## src/false_color_palette_ramp_core_assert.svh

```systemverilog
// Assertion macros for the false-colour palette ramp core.
// Included by the top level; needs nothing else.
`ifndef FALSE_COLOR_PALETTE_RAMP_CORE_ASSERT_SVH
`define FALSE_COLOR_PALETTE_RAMP_CORE_ASSERT_SVH

// Consequent must hold in the same cycle as the antecedent.
`define FCPR_ASSERT_SAME(label, clk, rst, ante, cons, msg) \
  label: assert property (@(posedge clk) disable iff (rst) (ante) |-> (cons)) \
    else $error(msg);

// Consequent must hold in the cycle after the antecedent.
`define FCPR_ASSERT_NEXT(label, clk, rst, ante, cons, msg) \
  label: assert property (@(posedge clk) disable iff (rst) (ante) |=> (cons)) \
    else $error(msg);

`endif

```

## src/fcpr_pkg.sv

```systemverilog
// Shared types, codes and segment tables of the false-colour palette ramp.
// No dependencies; imported by every other file but fcpr_div and the assertion header.
package fcpr_pkg;

  localparam int IDX_W     = 8;
  localparam int LEVEL_W   = 16;
  localparam int COUNT_W   = 9;
  localparam int CFG_IDX_W = 2;
  localparam int NUM_CH    = 3;

  localparam logic [LEVEL_W-1:0] LEVEL_MAX   = 16'hffff;
  localparam logic [COUNT_W-1:0] COUNT_RESET = 9'd256;

  // register indexes on the configuration channel
  localparam logic [CFG_IDX_W-1:0] REG_PALETTE     = 2'd0;
  localparam logic [CFG_IDX_W-1:0] REG_COLOR_COUNT = 2'd1;

  typedef enum logic [1:0] {
    PAL_GRAY,
    PAL_BLACKBODY,
    PAL_HEAT,
    PAL_RAINBOW
  } pal_t;

  localparam logic [1:0] CH_RED   = 2'd0;
  localparam logic [1:0] CH_GREEN = 2'd1;
  localparam logic [1:0] CH_BLUE  = 2'd2;

  // breakpoint codes and their positions in hundredths
  localparam int BP_NUM = 7;
  localparam logic [2:0] BP_P0   = 3'd0;
  localparam logic [2:0] BP_P25  = 3'd1;
  localparam logic [2:0] BP_P33  = 3'd2;
  localparam logic [2:0] BP_P50  = 3'd3;
  localparam logic [2:0] BP_P67  = 3'd4;
  localparam logic [2:0] BP_P75  = 3'd5;
  localparam logic [2:0] BP_P100 = 3'd6;

  // position times ceil(2**26 / 100): (n-1) * scale >> 26 is floor((n-1) * pct / 100),
  // exact while (n-1) * pct stays below 2**20
  localparam int BP_SHIFT   = 26;
  localparam int BP_SCALE_W = 27;
  localparam logic [BP_SCALE_W-1:0] BP_SCALE [BP_NUM] = '{
    27'd0, 27'd16777225, 27'd22145937, 27'd33554450, 27'd44962963, 27'd50331675,
    27'd67108900
  };

  // span codes: the breakpoint pairs that bound a segment
  localparam int SPAN_NUM = 10;
  localparam logic [3:0] SP_0_100  = 4'd0;
  localparam logic [3:0] SP_0_50   = 4'd1;
  localparam logic [3:0] SP_50_100 = 4'd2;
  localparam logic [3:0] SP_0_25   = 4'd3;
  localparam logic [3:0] SP_25_50  = 4'd4;
  localparam logic [3:0] SP_50_75  = 4'd5;
  localparam logic [3:0] SP_75_100 = 4'd6;
  localparam logic [3:0] SP_0_33   = 4'd7;
  localparam logic [3:0] SP_33_67  = 4'd8;
  localparam logic [3:0] SP_67_100 = 4'd9;
  localparam logic [2:0] SPAN_LO [SPAN_NUM] = '{BP_P0, BP_P0, BP_P50, BP_P0, BP_P25,
                                               BP_P50, BP_P75, BP_P0, BP_P33, BP_P67};
  localparam logic [2:0] SPAN_HI [SPAN_NUM] = '{BP_P100, BP_P50, BP_P100, BP_P25, BP_P50,
                                               BP_P75, BP_P100, BP_P33, BP_P67, BP_P100};

  // table build: one step per breakpoint, then one division per span
  localparam int STEP_NUM = BP_NUM + SPAN_NUM;
  localparam int STEP_W   = $clog2(STEP_NUM);

  typedef struct packed {
    pal_t       pal;
    logic [1:0] ch;
    logic [2:0] p0;
    logic       y0;
    logic [2:0] p1;
    logic       y1;
    logic [3:0] sp;
  } seg_t;

  localparam int SEG_NUM = 29;
  // within one palette and channel, a later entry wins where segments overlap
  localparam seg_t SEGS [SEG_NUM] = '{
    '{PAL_GRAY,      CH_RED,   BP_P0,   1'b0, BP_P100, 1'b1, SP_0_100},
    '{PAL_GRAY,      CH_GREEN, BP_P0,   1'b0, BP_P100, 1'b1, SP_0_100},
    '{PAL_GRAY,      CH_BLUE,  BP_P0,   1'b0, BP_P100, 1'b1, SP_0_100},
    '{PAL_BLACKBODY, CH_RED,   BP_P0,   1'b0, BP_P50,  1'b1, SP_0_50},
    '{PAL_BLACKBODY, CH_RED,   BP_P50,  1'b1, BP_P100, 1'b1, SP_50_100},
    '{PAL_BLACKBODY, CH_GREEN, BP_P0,   1'b0, BP_P25,  1'b0, SP_0_25},
    '{PAL_BLACKBODY, CH_GREEN, BP_P25,  1'b0, BP_P50,  1'b1, SP_25_50},
    '{PAL_BLACKBODY, CH_GREEN, BP_P50,  1'b1, BP_P100, 1'b1, SP_50_100},
    '{PAL_BLACKBODY, CH_BLUE,  BP_P0,   1'b0, BP_P50,  1'b0, SP_0_50},
    '{PAL_BLACKBODY, CH_BLUE,  BP_P50,  1'b0, BP_P100, 1'b1, SP_50_100},
    '{PAL_HEAT,      CH_RED,   BP_P0,   1'b0, BP_P25,  1'b0, SP_0_25},
    '{PAL_HEAT,      CH_RED,   BP_P25,  1'b0, BP_P50,  1'b1, SP_25_50},
    '{PAL_HEAT,      CH_RED,   BP_P50,  1'b1, BP_P100, 1'b1, SP_50_100},
    '{PAL_HEAT,      CH_GREEN, BP_P0,   1'b0, BP_P50,  1'b0, SP_0_50},
    '{PAL_HEAT,      CH_GREEN, BP_P50,  1'b0, BP_P75,  1'b1, SP_50_75},
    '{PAL_HEAT,      CH_GREEN, BP_P75,  1'b1, BP_P100, 1'b1, SP_75_100},
    '{PAL_HEAT,      CH_BLUE,  BP_P0,   1'b0, BP_P25,  1'b1, SP_0_25},
    '{PAL_HEAT,      CH_BLUE,  BP_P25,  1'b1, BP_P50,  1'b0, SP_25_50},
    '{PAL_HEAT,      CH_BLUE,  BP_P50,  1'b0, BP_P75,  1'b0, SP_50_75},
    '{PAL_HEAT,      CH_BLUE,  BP_P75,  1'b0, BP_P100, 1'b1, SP_75_100},
    '{PAL_RAINBOW,   CH_RED,   BP_P0,   1'b1, BP_P33,  1'b0, SP_0_33},
    '{PAL_RAINBOW,   CH_RED,   BP_P33,  1'b0, BP_P67,  1'b0, SP_33_67},
    '{PAL_RAINBOW,   CH_RED,   BP_P67,  1'b0, BP_P100, 1'b1, SP_67_100},
    '{PAL_RAINBOW,   CH_GREEN, BP_P0,   1'b0, BP_P33,  1'b1, SP_0_33},
    '{PAL_RAINBOW,   CH_GREEN, BP_P33,  1'b1, BP_P67,  1'b0, SP_33_67},
    '{PAL_RAINBOW,   CH_GREEN, BP_P67,  1'b0, BP_P100, 1'b0, SP_67_100},
    '{PAL_RAINBOW,   CH_BLUE,  BP_P0,   1'b0, BP_P33,  1'b0, SP_0_33},
    '{PAL_RAINBOW,   CH_BLUE,  BP_P33,  1'b0, BP_P67,  1'b1, SP_33_67},
    '{PAL_RAINBOW,   CH_BLUE,  BP_P67,  1'b1, BP_P100, 1'b0, SP_67_100}
  };

  typedef enum logic [1:0] {
    MODE_LOW,
    MODE_HIGH,
    MODE_UP,
    MODE_DOWN
  } mode_t;

  typedef enum logic [1:0] {
    SEQ_LOAD,
    SEQ_WAIT,
    SEQ_DONE
  } seq_state_t;

  typedef struct packed {
    logic busy;
    pal_t palette;
  } cfg_stat_t;

  function automatic mode_t seg_mode(input logic y0, input logic y1);
    mode_t m;
    unique case ({y0, y1})
      2'b00:   m = MODE_LOW;
      2'b11:   m = MODE_HIGH;
      2'b01:   m = MODE_UP;
      default: m = MODE_DOWN;
    endcase
    return m;
  endfunction

endpackage

```

## src/fcpr_if.sv

```systemverilog
// Channel interfaces of the false-colour palette ramp: index in, colour out, config.
// Depends on fcpr_pkg for the field widths.
interface fcpr_in_if import fcpr_pkg::*; ();
  logic             valid;
  logic             ready;
  logic [IDX_W-1:0] color_index;

  modport source (output valid, color_index, input ready);
  modport sink (input valid, color_index, output ready);
endinterface

interface fcpr_out_if import fcpr_pkg::*; ();
  logic               valid;
  logic               ready;
  logic [LEVEL_W-1:0] red;
  logic [LEVEL_W-1:0] green;
  logic [LEVEL_W-1:0] blue;
  logic               out_of_range;

  modport source (output valid, red, green, blue, out_of_range, input ready);
  modport sink (input valid, red, green, blue, out_of_range, output ready);
endinterface

interface fcpr_cfg_if import fcpr_pkg::*; ();
  logic                 valid;
  logic                 ready;
  logic [CFG_IDX_W-1:0] index;
  logic [COUNT_W-1:0]   data;

  modport source (output valid, index, data, input ready);
  modport sink (input valid, index, data, output ready);
endinterface

```

## src/fcpr_div.sv

```systemverilog
// Restoring divider, one quotient bit per cycle, for the ramp table build.
// Depends on nothing but its parameter.
module fcpr_div #(
  parameter int DIV_W = 16
) (
  input  logic             clk,
  input  logic             rst,
  input  logic             start,
  input  logic [DIV_W-1:0] dividend,
  input  logic [DIV_W-1:0] divisor,
  output logic             done,
  output logic [DIV_W-1:0] quotient
);

  localparam int CNT_W = $clog2(DIV_W + 1);

  logic             running;
  logic [CNT_W-1:0] cnt;
  logic [DIV_W-1:0] rem;
  logic [DIV_W-1:0] quo;
  logic [DIV_W-1:0] dsr;
  logic [DIV_W:0]   trial;
  logic             ge;
  logic [DIV_W-1:0] rem_next;

  always_comb begin
    trial    = {rem, quo[DIV_W-1]};
    ge       = trial >= {1'b0, dsr};
    rem_next = ge ? DIV_W'(trial - {1'b0, dsr}) : trial[DIV_W-1:0];
  end

  always_ff @(posedge clk) begin
    if (rst) begin
      running <= 1'b0;
      done    <= 1'b0;
      cnt     <= '0;
    end else begin
      done <= 1'b0;
      if (start) begin
        running <= 1'b1;
        cnt     <= '0;
      end else if (running) begin
        cnt <= cnt + 1'b1;
        if (cnt == CNT_W'(DIV_W - 1)) begin
          running <= 1'b0;
          done    <= 1'b1;
        end
      end
    end
  end

  always_ff @(posedge clk) begin
    if (start) begin
      rem <= '0;
      quo <= dividend;
      dsr <= divisor;
    end else if (running) begin
      rem <= rem_next;
      quo <= {quo[DIV_W-2:0], ge};
    end
  end

  assign quotient = quo;

endmodule

```

## src/fcpr_cfg.sv

```systemverilog
// Configuration registers and ramp table build: breakpoints and slopes per span.
// Depends on fcpr_pkg, fcpr_if and fcpr_div.
module fcpr_cfg import fcpr_pkg::*; #(
  parameter int MAX_COLOR_COUNT = 256
) (
  input  logic                                            clk,
  input  logic                                            rst,
  fcpr_cfg_if.sink                                        cfg,
  output cfg_stat_t                                       stat,
  output logic [$clog2(MAX_COLOR_COUNT+1)-1:0]            count_eff,
  output logic [BP_NUM-1:0][$clog2(MAX_COLOR_COUNT)-1:0]  bp,
  output logic [SPAN_NUM-1:0][LEVEL_W-1:0]                slope
);

  localparam int CNT_W   = $clog2(MAX_COLOR_COUNT + 1);
  localparam int BP_W    = $clog2(MAX_COLOR_COUNT);
  localparam int RCP_W   = BP_W + BP_SCALE_W;
  localparam int DIV_W   = LEVEL_W;
  localparam logic [STEP_W-1:0] STEP_LAST = STEP_W'(STEP_NUM - 1);
  localparam logic [STEP_W-1:0] STEP_SPAN = STEP_W'(BP_NUM);

  pal_t               palette;
  logic [COUNT_W-1:0] color_count;
  seq_state_t         state;
  seq_state_t         state_next;
  logic [STEP_W-1:0]  step;

  logic                                count_wr;
  logic [CNT_W-1:0]                    n;
  logic [BP_W-1:0]                     nm1;
  logic [SPAN_NUM-1:0][BP_W-1:0]       span;
  logic                                is_bp_step;
  logic [2:0]                          bp_idx;
  logic [3:0]                          span_idx;
  logic [BP_W-1:0]                     span_cur;
  logic [RCP_W-1:0]                    bp_rcp;
  logic [BP_W-1:0]                     bp_quo;
  logic [DIV_W-1:0]                    dividend;
  logic [DIV_W-1:0]                    divisor;
  logic                                div_start;
  logic                                div_done;
  logic [DIV_W-1:0]                    quotient;

  assign cfg.ready = 1'b1;
  assign count_wr  = cfg.valid && (cfg.index == REG_COLOR_COUNT);

  // saturate the count; an empty palette still needs sane breakpoints
  always_comb begin
    if (32'(color_count) > 32'(MAX_COLOR_COUNT)) n = CNT_W'(MAX_COLOR_COUNT);
    else n = CNT_W'(color_count);
    nm1 = (n == '0) ? '0 : BP_W'(n - 1'b1);
  end

  always_comb begin
    for (int s = 0; s < SPAN_NUM; s++) begin
      span[s] = bp[SPAN_HI[s]] - bp[SPAN_LO[s]];
    end
  end

  // breakpoints by reciprocal multiply, one per cycle; slopes on the divider
  always_comb begin
    is_bp_step = step < STEP_SPAN;
    bp_idx     = is_bp_step ? step[2:0] : BP_P0;
    span_idx   = is_bp_step ? SP_0_100 : 4'(step - STEP_SPAN);
    span_cur   = span[span_idx];
    bp_rcp     = RCP_W'(nm1) * RCP_W'(BP_SCALE[bp_idx]);
    bp_quo     = BP_W'(bp_rcp >> BP_SHIFT);
    dividend   = DIV_W'(LEVEL_MAX);
    divisor    = DIV_W'(span_cur);
  end

  fcpr_div #(.DIV_W(DIV_W)) u_div (
    .clk      (clk),
    .rst      (rst),
    .start    (div_start),
    .dividend (dividend),
    .divisor  (divisor),
    .done     (div_done),
    .quotient (quotient)
  );

  always_comb begin
    state_next = state;
    div_start  = 1'b0;
    if (count_wr) begin
      state_next = SEQ_LOAD;
    end else begin
      unique case (state)
        SEQ_LOAD: begin
          if (!is_bp_step) begin
            div_start  = 1'b1;
            state_next = SEQ_WAIT;
          end
        end
        SEQ_WAIT: begin
          if (div_done) state_next = (step == STEP_LAST) ? SEQ_DONE : SEQ_LOAD;
        end
        SEQ_DONE: state_next = SEQ_DONE;
        default:  state_next = SEQ_LOAD;
      endcase
    end
  end

  always_ff @(posedge clk) begin
    if (rst) begin
      state       <= SEQ_LOAD;
      step        <= '0;
      palette     <= PAL_GRAY;
      color_count <= COUNT_RESET;
    end else begin
      state <= state_next;
      if (cfg.valid && cfg.index == REG_PALETTE) palette <= pal_t'(cfg.data[1:0]);
      if (count_wr) color_count <= cfg.data;
      if (count_wr) begin
        step <= '0;
      end else if (state == SEQ_LOAD && is_bp_step) begin
        step <= step + 1'b1;
      end else if (state == SEQ_WAIT && div_done && step != STEP_LAST) begin
        step <= step + 1'b1;
      end
    end
  end

  // empty span: flat slope
  always_ff @(posedge clk) begin
    if (!count_wr) begin
      if (state == SEQ_LOAD && is_bp_step) bp[bp_idx] <= bp_quo;
      if (state == SEQ_WAIT && div_done && !is_bp_step)
        slope[span_idx] <= (span_cur == '0) ? '0 : quotient[LEVEL_W-1:0];
    end
  end

  assign stat.busy    = state != SEQ_DONE;
  assign stat.palette = palette;
  assign count_eff    = n;

endmodule

```

## src/fcpr_pipe.sv

```systemverilog
// Three-stage colour pipeline: segment select, slope multiply, level form.
// Depends on fcpr_pkg and fcpr_if; tables come from fcpr_cfg.
module fcpr_pipe import fcpr_pkg::*; #(
  parameter int MAX_COLOR_COUNT = 256
) (
  input  logic                                            clk,
  input  logic                                            rst,
  fcpr_in_if.sink                                         pixel,
  fcpr_out_if.source                                      color,
  input  cfg_stat_t                                       stat,
  input  logic [$clog2(MAX_COLOR_COUNT+1)-1:0]            count_eff,
  input  logic [BP_NUM-1:0][$clog2(MAX_COLOR_COUNT)-1:0]  bp,
  input  logic [SPAN_NUM-1:0][LEVEL_W-1:0]                slope
);

  localparam int CNT_W  = $clog2(MAX_COLOR_COUNT + 1);
  localparam int BP_W   = $clog2(MAX_COLOR_COUNT);
  localparam int CMP_W  = (CNT_W > IDX_W) ? CNT_W : IDX_W;
  localparam int PROD_W = LEVEL_W + IDX_W;

  logic adv;
  logic take;
  logic v1, v2, v3;

  // stage 1 select
  logic [CMP_W-1:0]  idx_w;
  logic [BP_W-1:0]   sel_a    [NUM_CH];
  mode_t             sel_mode [NUM_CH];
  logic [LEVEL_W-1:0] sel_q   [NUM_CH];
  logic              s1_oor;
  mode_t             s1_mode  [NUM_CH];
  logic [LEVEL_W-1:0] s1_q    [NUM_CH];
  logic [IDX_W-1:0]  s1_d     [NUM_CH];

  // stage 2 multiply
  logic [PROD_W-1:0]  prod    [NUM_CH];
  logic               s2_oor;
  mode_t              s2_mode [NUM_CH];
  logic [LEVEL_W-1:0] s2_prod [NUM_CH];

  // stage 3 level
  logic [LEVEL_W-1:0] level   [NUM_CH];
  logic [LEVEL_W-1:0] s3_level [NUM_CH];
  logic               s3_oor;

  // whole pipe holds while the output register is full and not taken
  assign adv         = !v3 || color.ready;
  assign pixel.ready = adv && !stat.busy;
  assign take        = pixel.valid && pixel.ready;

  always_comb begin
    idx_w = CMP_W'(pixel.color_index);
    for (int c = 0; c < NUM_CH; c++) begin
      sel_a[c]    = '0;
      sel_mode[c] = MODE_LOW;
      sel_q[c]    = '0;
      for (int k = 0; k < SEG_NUM; k++) begin
        if (SEGS[k].ch == 2'(c) && SEGS[k].pal == stat.palette &&
            idx_w >= CMP_W'(bp[SEGS[k].p0]) && idx_w <= CMP_W'(bp[SEGS[k].p1])) begin
          sel_a[c]    = bp[SEGS[k].p0];
          sel_mode[c] = seg_mode(SEGS[k].y0, SEGS[k].y1);
          sel_q[c]    = slope[SEGS[k].sp];
        end
      end
    end
  end

  always_comb begin
    for (int c = 0; c < NUM_CH; c++) begin
      prod[c] = PROD_W'(s1_q[c]) * PROD_W'(s1_d[c]);
    end
  end

  // slope times offset never exceeds full scale inside a segment
  always_comb begin
    for (int c = 0; c < NUM_CH; c++) begin
      level[c] = '0;
      if (!s2_oor) begin
        unique case (s2_mode[c])
          MODE_LOW:  level[c] = '0;
          MODE_HIGH: level[c] = LEVEL_MAX;
          MODE_UP:   level[c] = s2_prod[c];
          MODE_DOWN: level[c] = LEVEL_MAX - s2_prod[c];
          default:   level[c] = '0;
        endcase
      end
    end
  end

  always_ff @(posedge clk) begin
    if (rst) begin
      v1 <= 1'b0;
      v2 <= 1'b0;
      v3 <= 1'b0;
    end else if (adv) begin
      v1 <= take;
      v2 <= v1;
      v3 <= v2;
    end
  end

  always_ff @(posedge clk) begin
    if (adv) begin
      s1_oor <= idx_w >= CMP_W'(count_eff);
      s2_oor <= s1_oor;
      s3_oor <= s2_oor;
      for (int c = 0; c < NUM_CH; c++) begin
        s1_mode[c]  <= sel_mode[c];
        s1_q[c]     <= sel_q[c];
        s1_d[c]     <= IDX_W'(idx_w - CMP_W'(sel_a[c]));
        s2_mode[c]  <= s1_mode[c];
        s2_prod[c]  <= prod[c][LEVEL_W-1:0];
        s3_level[c] <= level[c];
      end
    end
  end

  assign color.valid        = v3;
  assign color.red          = s3_level[0];
  assign color.green        = s3_level[1];
  assign color.blue         = s3_level[2];
  assign color.out_of_range = s3_oor;

endmodule

```

## src/false_color_palette_ramp_core.sv

```systemverilog
// False-colour palette ramp core: colour index in, 16-bit RGB out.
// Channels: pixel carries color_index; color returns red, green, blue and
// out_of_range; cfg writes palette (index 0) and color_count (index 1).
// Each transfer on pixel gives exactly one transfer on color, in order.
// A result passes the select, multiply and level stages, the last of which is
// the output register. Throughput: one index per cycle once the ramp tables are
// built and while color.ready does not hold the pipe.
// Table build: 7 breakpoints by reciprocal multiply, one per cycle, then
// 10 slopes one after another on one bit-serial divider.
// It runs after reset and after every color_count write; pixel.ready stays low
// meanwhile, cfg writes are always taken. Reset selects grayscale over 256 colours.
// When color.ready is low with a result waiting, all stages hold and
// pixel.ready drops in the same cycle; nothing is lost or repeated.
// Indexes at or above the colour count return zero colour with out_of_range.
// Depends on fcpr_pkg, fcpr_if, fcpr_cfg, fcpr_pipe and the assertion header.
`include "false_color_palette_ramp_core_assert.svh"

module false_color_palette_ramp_core import fcpr_pkg::*; #(
  parameter int MAX_COLOR_COUNT = 256
) (
  input  logic        clk,
  input  logic        rst,
  fcpr_in_if.sink     pixel,
  fcpr_out_if.source  color,
  fcpr_cfg_if.sink    cfg
);

  localparam int CNT_W = $clog2(MAX_COLOR_COUNT + 1);
  localparam int BP_W  = $clog2(MAX_COLOR_COUNT);

  cfg_stat_t                         stat;
  logic [CNT_W-1:0]                  count_eff;
  logic [BP_NUM-1:0][BP_W-1:0]       bp;
  logic [SPAN_NUM-1:0][LEVEL_W-1:0]  slope;
  logic                              count_wr;

  fcpr_cfg #(.MAX_COLOR_COUNT(MAX_COLOR_COUNT)) u_cfg (
    .clk       (clk),
    .rst       (rst),
    .cfg       (cfg),
    .stat      (stat),
    .count_eff (count_eff),
    .bp        (bp),
    .slope     (slope)
  );

  fcpr_pipe #(.MAX_COLOR_COUNT(MAX_COLOR_COUNT)) u_pipe (
    .clk       (clk),
    .rst       (rst),
    .pixel     (pixel),
    .color     (color),
    .stat      (stat),
    .count_eff (count_eff),
    .bp        (bp),
    .slope     (slope)
  );

  assign count_wr = cfg.valid && cfg.ready && (cfg.index == REG_COLOR_COUNT);

  `FCPR_ASSERT_SAME(a_oor_zero, clk, rst, color.valid && color.out_of_range, color.red == '0 && color.green == '0 && color.blue == '0, "out-of-range result carries colour")
  `FCPR_ASSERT_NEXT(a_count_wr_blocks, clk, rst, count_wr, !pixel.ready, "index taken during table rebuild")
  `FCPR_ASSERT_SAME(a_rebuild_cause, clk, rst, $rose(stat.busy), $past(count_wr), "table rebuild without count write")

endmodule

```

## src/flat_wrapper.sv

```systemverilog
// flat-port wrapper written by rule: the top's interface ports become plain ports
module false_color_palette_ramp_core_flat import fcpr_pkg::*;
#(
  parameter int MAX_COLOR_COUNT = 256
)
  (clk, rst, pixel_valid, pixel_color_index, pixel_ready, color_valid, color_red, color_green, color_blue, color_out_of_range, color_ready, cfg_valid, cfg_index, cfg_data, cfg_ready);
  fcpr_in_if pixel_i ();
  fcpr_out_if color_i ();
  fcpr_cfg_if cfg_i ();
  input  logic clk;
  input  logic rst;
  input wire logic [$bits(pixel_i.valid)-1:0] pixel_valid;
  input wire logic [$bits(pixel_i.color_index)-1:0] pixel_color_index;
  output wire logic [$bits(pixel_i.ready)-1:0] pixel_ready;
  output wire logic [$bits(color_i.valid)-1:0] color_valid;
  output wire logic [$bits(color_i.red)-1:0] color_red;
  output wire logic [$bits(color_i.green)-1:0] color_green;
  output wire logic [$bits(color_i.blue)-1:0] color_blue;
  output wire logic [$bits(color_i.out_of_range)-1:0] color_out_of_range;
  input wire logic [$bits(color_i.ready)-1:0] color_ready;
  input wire logic [$bits(cfg_i.valid)-1:0] cfg_valid;
  input wire logic [$bits(cfg_i.index)-1:0] cfg_index;
  input wire logic [$bits(cfg_i.data)-1:0] cfg_data;
  output wire logic [$bits(cfg_i.ready)-1:0] cfg_ready;
  assign pixel_i.valid = pixel_valid;
  assign pixel_i.color_index = pixel_color_index;
  assign pixel_ready = pixel_i.ready;
  assign color_valid = color_i.valid;
  assign color_red = color_i.red;
  assign color_green = color_i.green;
  assign color_blue = color_i.blue;
  assign color_out_of_range = color_i.out_of_range;
  assign color_i.ready = color_ready;
  assign cfg_i.valid = cfg_valid;
  assign cfg_i.index = cfg_index;
  assign cfg_i.data = cfg_data;
  assign cfg_ready = cfg_i.ready;
  false_color_palette_ramp_core #(.MAX_COLOR_COUNT(MAX_COLOR_COUNT)) u_core (.clk(clk), .rst(rst), .pixel(pixel_i), .color(color_i), .cfg(cfg_i));
endmodule
```

## config.mk

```make
export PLATFORM = sky130hd
export DESIGN_NAME = false_color_palette_ramp_core_flat
export DESIGN_NICKNAME = d
export VERILOG_FILES = /design/src/fcpr_pkg.sv /design/src/fcpr_if.sv /design/src/fcpr_div.sv /design/src/fcpr_cfg.sv /design/src/fcpr_pipe.sv /design/src/false_color_palette_ramp_core.sv /design/src/flat_wrapper.sv
export VERILOG_INCLUDE_DIRS = /design/src /design/src/src
export SDC_FILE = /design/constraint.sdc
export NUM_CORES = 2
export LEC_CHECK = 0
export ABC_AREA = 1
export BUFFER_PORTS_ARGS = -buffer_cell sky130_fd_sc_hd__buf_2
export CAP_MARGIN = 5
export CORE_UTILIZATION = 40
export DETAILED_ROUTE_END_ITERATION = 10
export GPL_ROUTABILITY_DRIVEN = 1
export PLACE_DENSITY = 0.65
export RECOVER_POWER = 100
export SETUP_SLACK_MARGIN = 0.4
export SYNTH_ARGS = -nofsm -noshare
export SYNTH_HDL_FRONTEND = slang
export SYNTH_SLANG_ARGS = --single-unit
```

## constraint.sdc

```tcl
create_clock -name clk -period 14.98 [get_ports clk]
set_clock_uncertainty 0.2 [all_clocks]
set_input_delay 1.498 -clock clk [delete_from_list [all_inputs] [get_ports clk]]
set_output_delay 1.498 -clock clk [all_outputs]
set_load 0.01 [all_outputs]
```

==> summary.txt <==
Synthesis
  – Seq cells post-synth: 467
  – Primary FF master, synth: edfxtp_1
  – Ys Warns: 0
  – Syn_nets: 5426
  – Synthesized area per cell: 8.378 um2
  – Synth cell types: 54
  – Cell count after synthesis: 4777
  – EDFF count, synth: 407
  – Synth async-reset ratio: 0
  – Mapped Area: 40020 um2
  – Sequential-to-total area share from yosys stat: 0.3354

STA
  – Worst hold margin: 218.4 ps
  – Setup TNS: 0 ps
  – Worst slew margin: -2.383
  – Final setup fails: 0
  – Least-Margin Pin Slew: 5074 ps
  – RSZ-0062 raised after global routing: false
  – Fin. Hold Viols: 0
  – Fin crit share: 0.5727
  – Clock period minus worst slack: 8578 ps
  – Maximum clock frequency: 0.1166 GHz
  – Final worst slack: 6402 ps
  – Max Slew Vio Count: 336

Routing
  – WL per Instance: 17.88 um
  – Initial DRC Count: 2164
  – Detailed Routing Iterations Pass 1: 8
  – Routed wire length: 109200 um
  – DRC errors left: 0
  – DR vias: 31390
  – Post-route ant nets: 0
  – Vias per cell: 5.138

Layout
  – Design area: 43300 um2
  – P&R area growth vs syn: 8.207%
  – Register area: 13420 um2
  – # nets final: 5423
  – Multi-input combinational cell area: 22860 um2
  – Layout cells sized above 1: 0.03342
  – FILL cells: 9692
  – Fin util: 0.4387

Setup path
  – CP required: 14620 ps
  – Critical Path AT: 8220 ps
  – CP cell instances: buf_2 > nor2_1 > clkinvlp_2 > clkbuf_1
  – Crit path capture type: register
  – Critical path peak fanout: 111
  – Reg2Reg Depth: 4
  – CP peak stage delay: 3740 ps
  – Crit-path slowest cell: clkinvlp_2
  – Kind of critical path: input port to register
  – Startpoint Class: input port

Floorplanning
  – Die Height: 318.3 um
  – Starting density of the core: 0.4054
  – Core Box Area: 98710 um2
  – Die W: 318.3 um
  – Die area: 101300 um2
  – Std-Cell Rows: 115
  – Ports: 76

Clock network
  – Post-cts sizing count: 0
  – Clock transition at path regs: 60 ps
  – Clock latency on the worst-skew pair: 640 ps
  – Buffer count from post-CTS setup fixing: 0
  – Num CTS Buffers: 53
  – Post-CTS Hold Buffers: 0
  – Root Driver: clkbuf_16
  – Clock sink total: 467
  – CTS tree: yes
  – H-tree depth: 2
  – CTS Buffer Depth: 3

Power and ir drop
  – Static leakage power: 20.63 nW
  – Maximum vdd drop: 0.1554 mV
  – PwrDens: 253.7 nW/um2

Placement
  – Routability Congestion: 0.9927
  – Port Buf Inserts: 74
  – Placement Setup Slack: 7573 ps
  – Placed cell areas: 41620 um2
  – HPWL after DPL: 85040 um

Run
  – Number of max-cap violations: 6

GRT
  – Number of global-route vias before repair: 31210
  – Grt total ovfl: 0
  – Initial antenna violation count: 1
  – Largest net degree at the start of global routing: 112
  – First-pass GRT wire length: 173200 um
  – Total GRT Usage: 0.2164

Outcome
  – Failing checks: capacitance limit, slew limit
  – Status: finished with violations

Worst hold path
  – Worst Hold Class: register to register
  – Hold Path Depth: 0
synthesized netlist by cell type, types with 48 or more instances:
cell	n	area share
nand2_1	1252	0.12
inv_1	785	0.074
edfxtp_1	407	0.31
fa_1	319	0.16
ha_1	306	0.096
a21oi_1	300	0.038
nor2_1	284	0.027
nand3_1	209	0.026
o21ai_0	193	0.024
clkbuf_1	147	0.014
xor2_1	97	0.021
nor3_1	79	0.0099
dfxtp_1	60	0.030
xnor2_1	48	0.011
critical path: cells and delay by family:
family	cells	cell delay, ps
and+or+nand+nor	1	330
buffers and inverters	3	6190
sequential cells by signal, indices dropped and copies added, names as in the netlist, 2 cells and up:
name and flops:
u_core.u_cfg.bp 56, u_core.u_cfg.color_count 9, u_core.u_cfg.palette 2, u_core.u_cfg.slope 160
u_core.u_cfg.state 2, u_core.u_cfg.step 5, u_core.u_cfg.u_div.cnt 5, u_core.u_cfg.u_div.dsr 8
u_core.u_cfg.u_div.quotient 16, u_core.u_cfg.u_div.rem 16, u_core.u_pipe.s1_d 24, u_core.u_pipe.s1_mode 6
u_core.u_pipe.s1_q 48, u_core.u_pipe.s2_mode 6, u_core.u_pipe.s2_prod 48, u_core.u_pipe.s3_level 48
through the flow:
step / total power, mW / std cells
finish: 10.99 / 6108
CTS: 11.05 / 6105
global route: 12.17 / 6105
detailed placement: 9.615 / 6006
floorplan: 7.725 / 4777
global placement: 9.489 / 6006
placed cells by master, fill, tap and decap left out, types with 30 or more instances in the layout:
master and n:
nor2_1 284, dfxtp_1 60, edfxtp_1 407, clkbuf_16 53, fa_1 319, o21ai_0 195, nand3_1 209, nor3_1 79
inv_1 796, a21oi_1 301, xor2_1 97, ha_1 306, nand4_1 30, clkbuf_1 88, nand2_1 1252, xnor2_1 48
cell families (layout without fill, tap and decap cells):
| logic type | after synthesis | after routing | synth area share |
|---|---|---|---|
| AND/OR/NAND/NOR | 1915 | 1915 | 0.1960 |
| buffers and inverters | 982 | 1023 | 0.09311 |
| AO/OA/AOI/OAI | 642 | 642 | 0.08845 |
| adder cells (fa/ha/maj) | 625 | 625 | 0.2552 |
| flip-flops | 467 | 467 | 0.3354 |
| XOR/XNOR | 145 | 145 | 0.03173 |
| other | 1 | 4 | 0.00009370 |
power breakdown:
group | leakage (nW) | internal, mW | switching, mW | total, mW
clock | 0.885 | 0.808 | 0.573 | 1.38
sequential | 4.62 | 2.18 | 0.475 | 2.65
combinational | 15.1 | 2.59 | 4.36 | 6.95
metal layers:
| layer | global-route usage | part of all wire |
|---|---|---|
| met5 | 0 | 0 |
| met4 | 0.08223 | 0.040 |
| met3 | 0.02722 | 0.054 |
| met2 | 0.3713 | 0.48 |
| met1 | 0.2776 | 0.43 |
worst paths after layout:
kind                                              from                                     endpoint  slack (ps)
max                                        color_ready  u_core.u_pipe.s3_level[0][30]$_SDFFCE_PP0N_        6400
min          u_core.u_pipe.s1_mode[0][5]$_SDFFCE_PP1N_        u_core.u_pipe.s2_mode[0][5]$_DFFE_PN_         220
max reg2reg     u_core.u_pipe.color.valid$_SDFFE_PP0N_  u_core.u_pipe.s3_level[0][30]$_SDFFCE_PP0N_        7000
min reg2reg  u_core.u_pipe.s1_mode[0][5]$_SDFFCE_PP1N_        u_core.u_pipe.s2_mode[0][5]$_DFFE_PN_         220
final cells by class:
cell class | count | share of cell area
multi-input combinational | 3328 | 0.5279
sequential | 467 | 0.3100
inverter | 815 | 0.07073
tap | 1287 | 0.03719
clock buffer | 68 | 0.03216
timing repair buffer | 109 | 0.01127
clock inverter | 31 | 0.01057
antenna | 3 | 0.0001734
(Power assumes the default switching activity.)
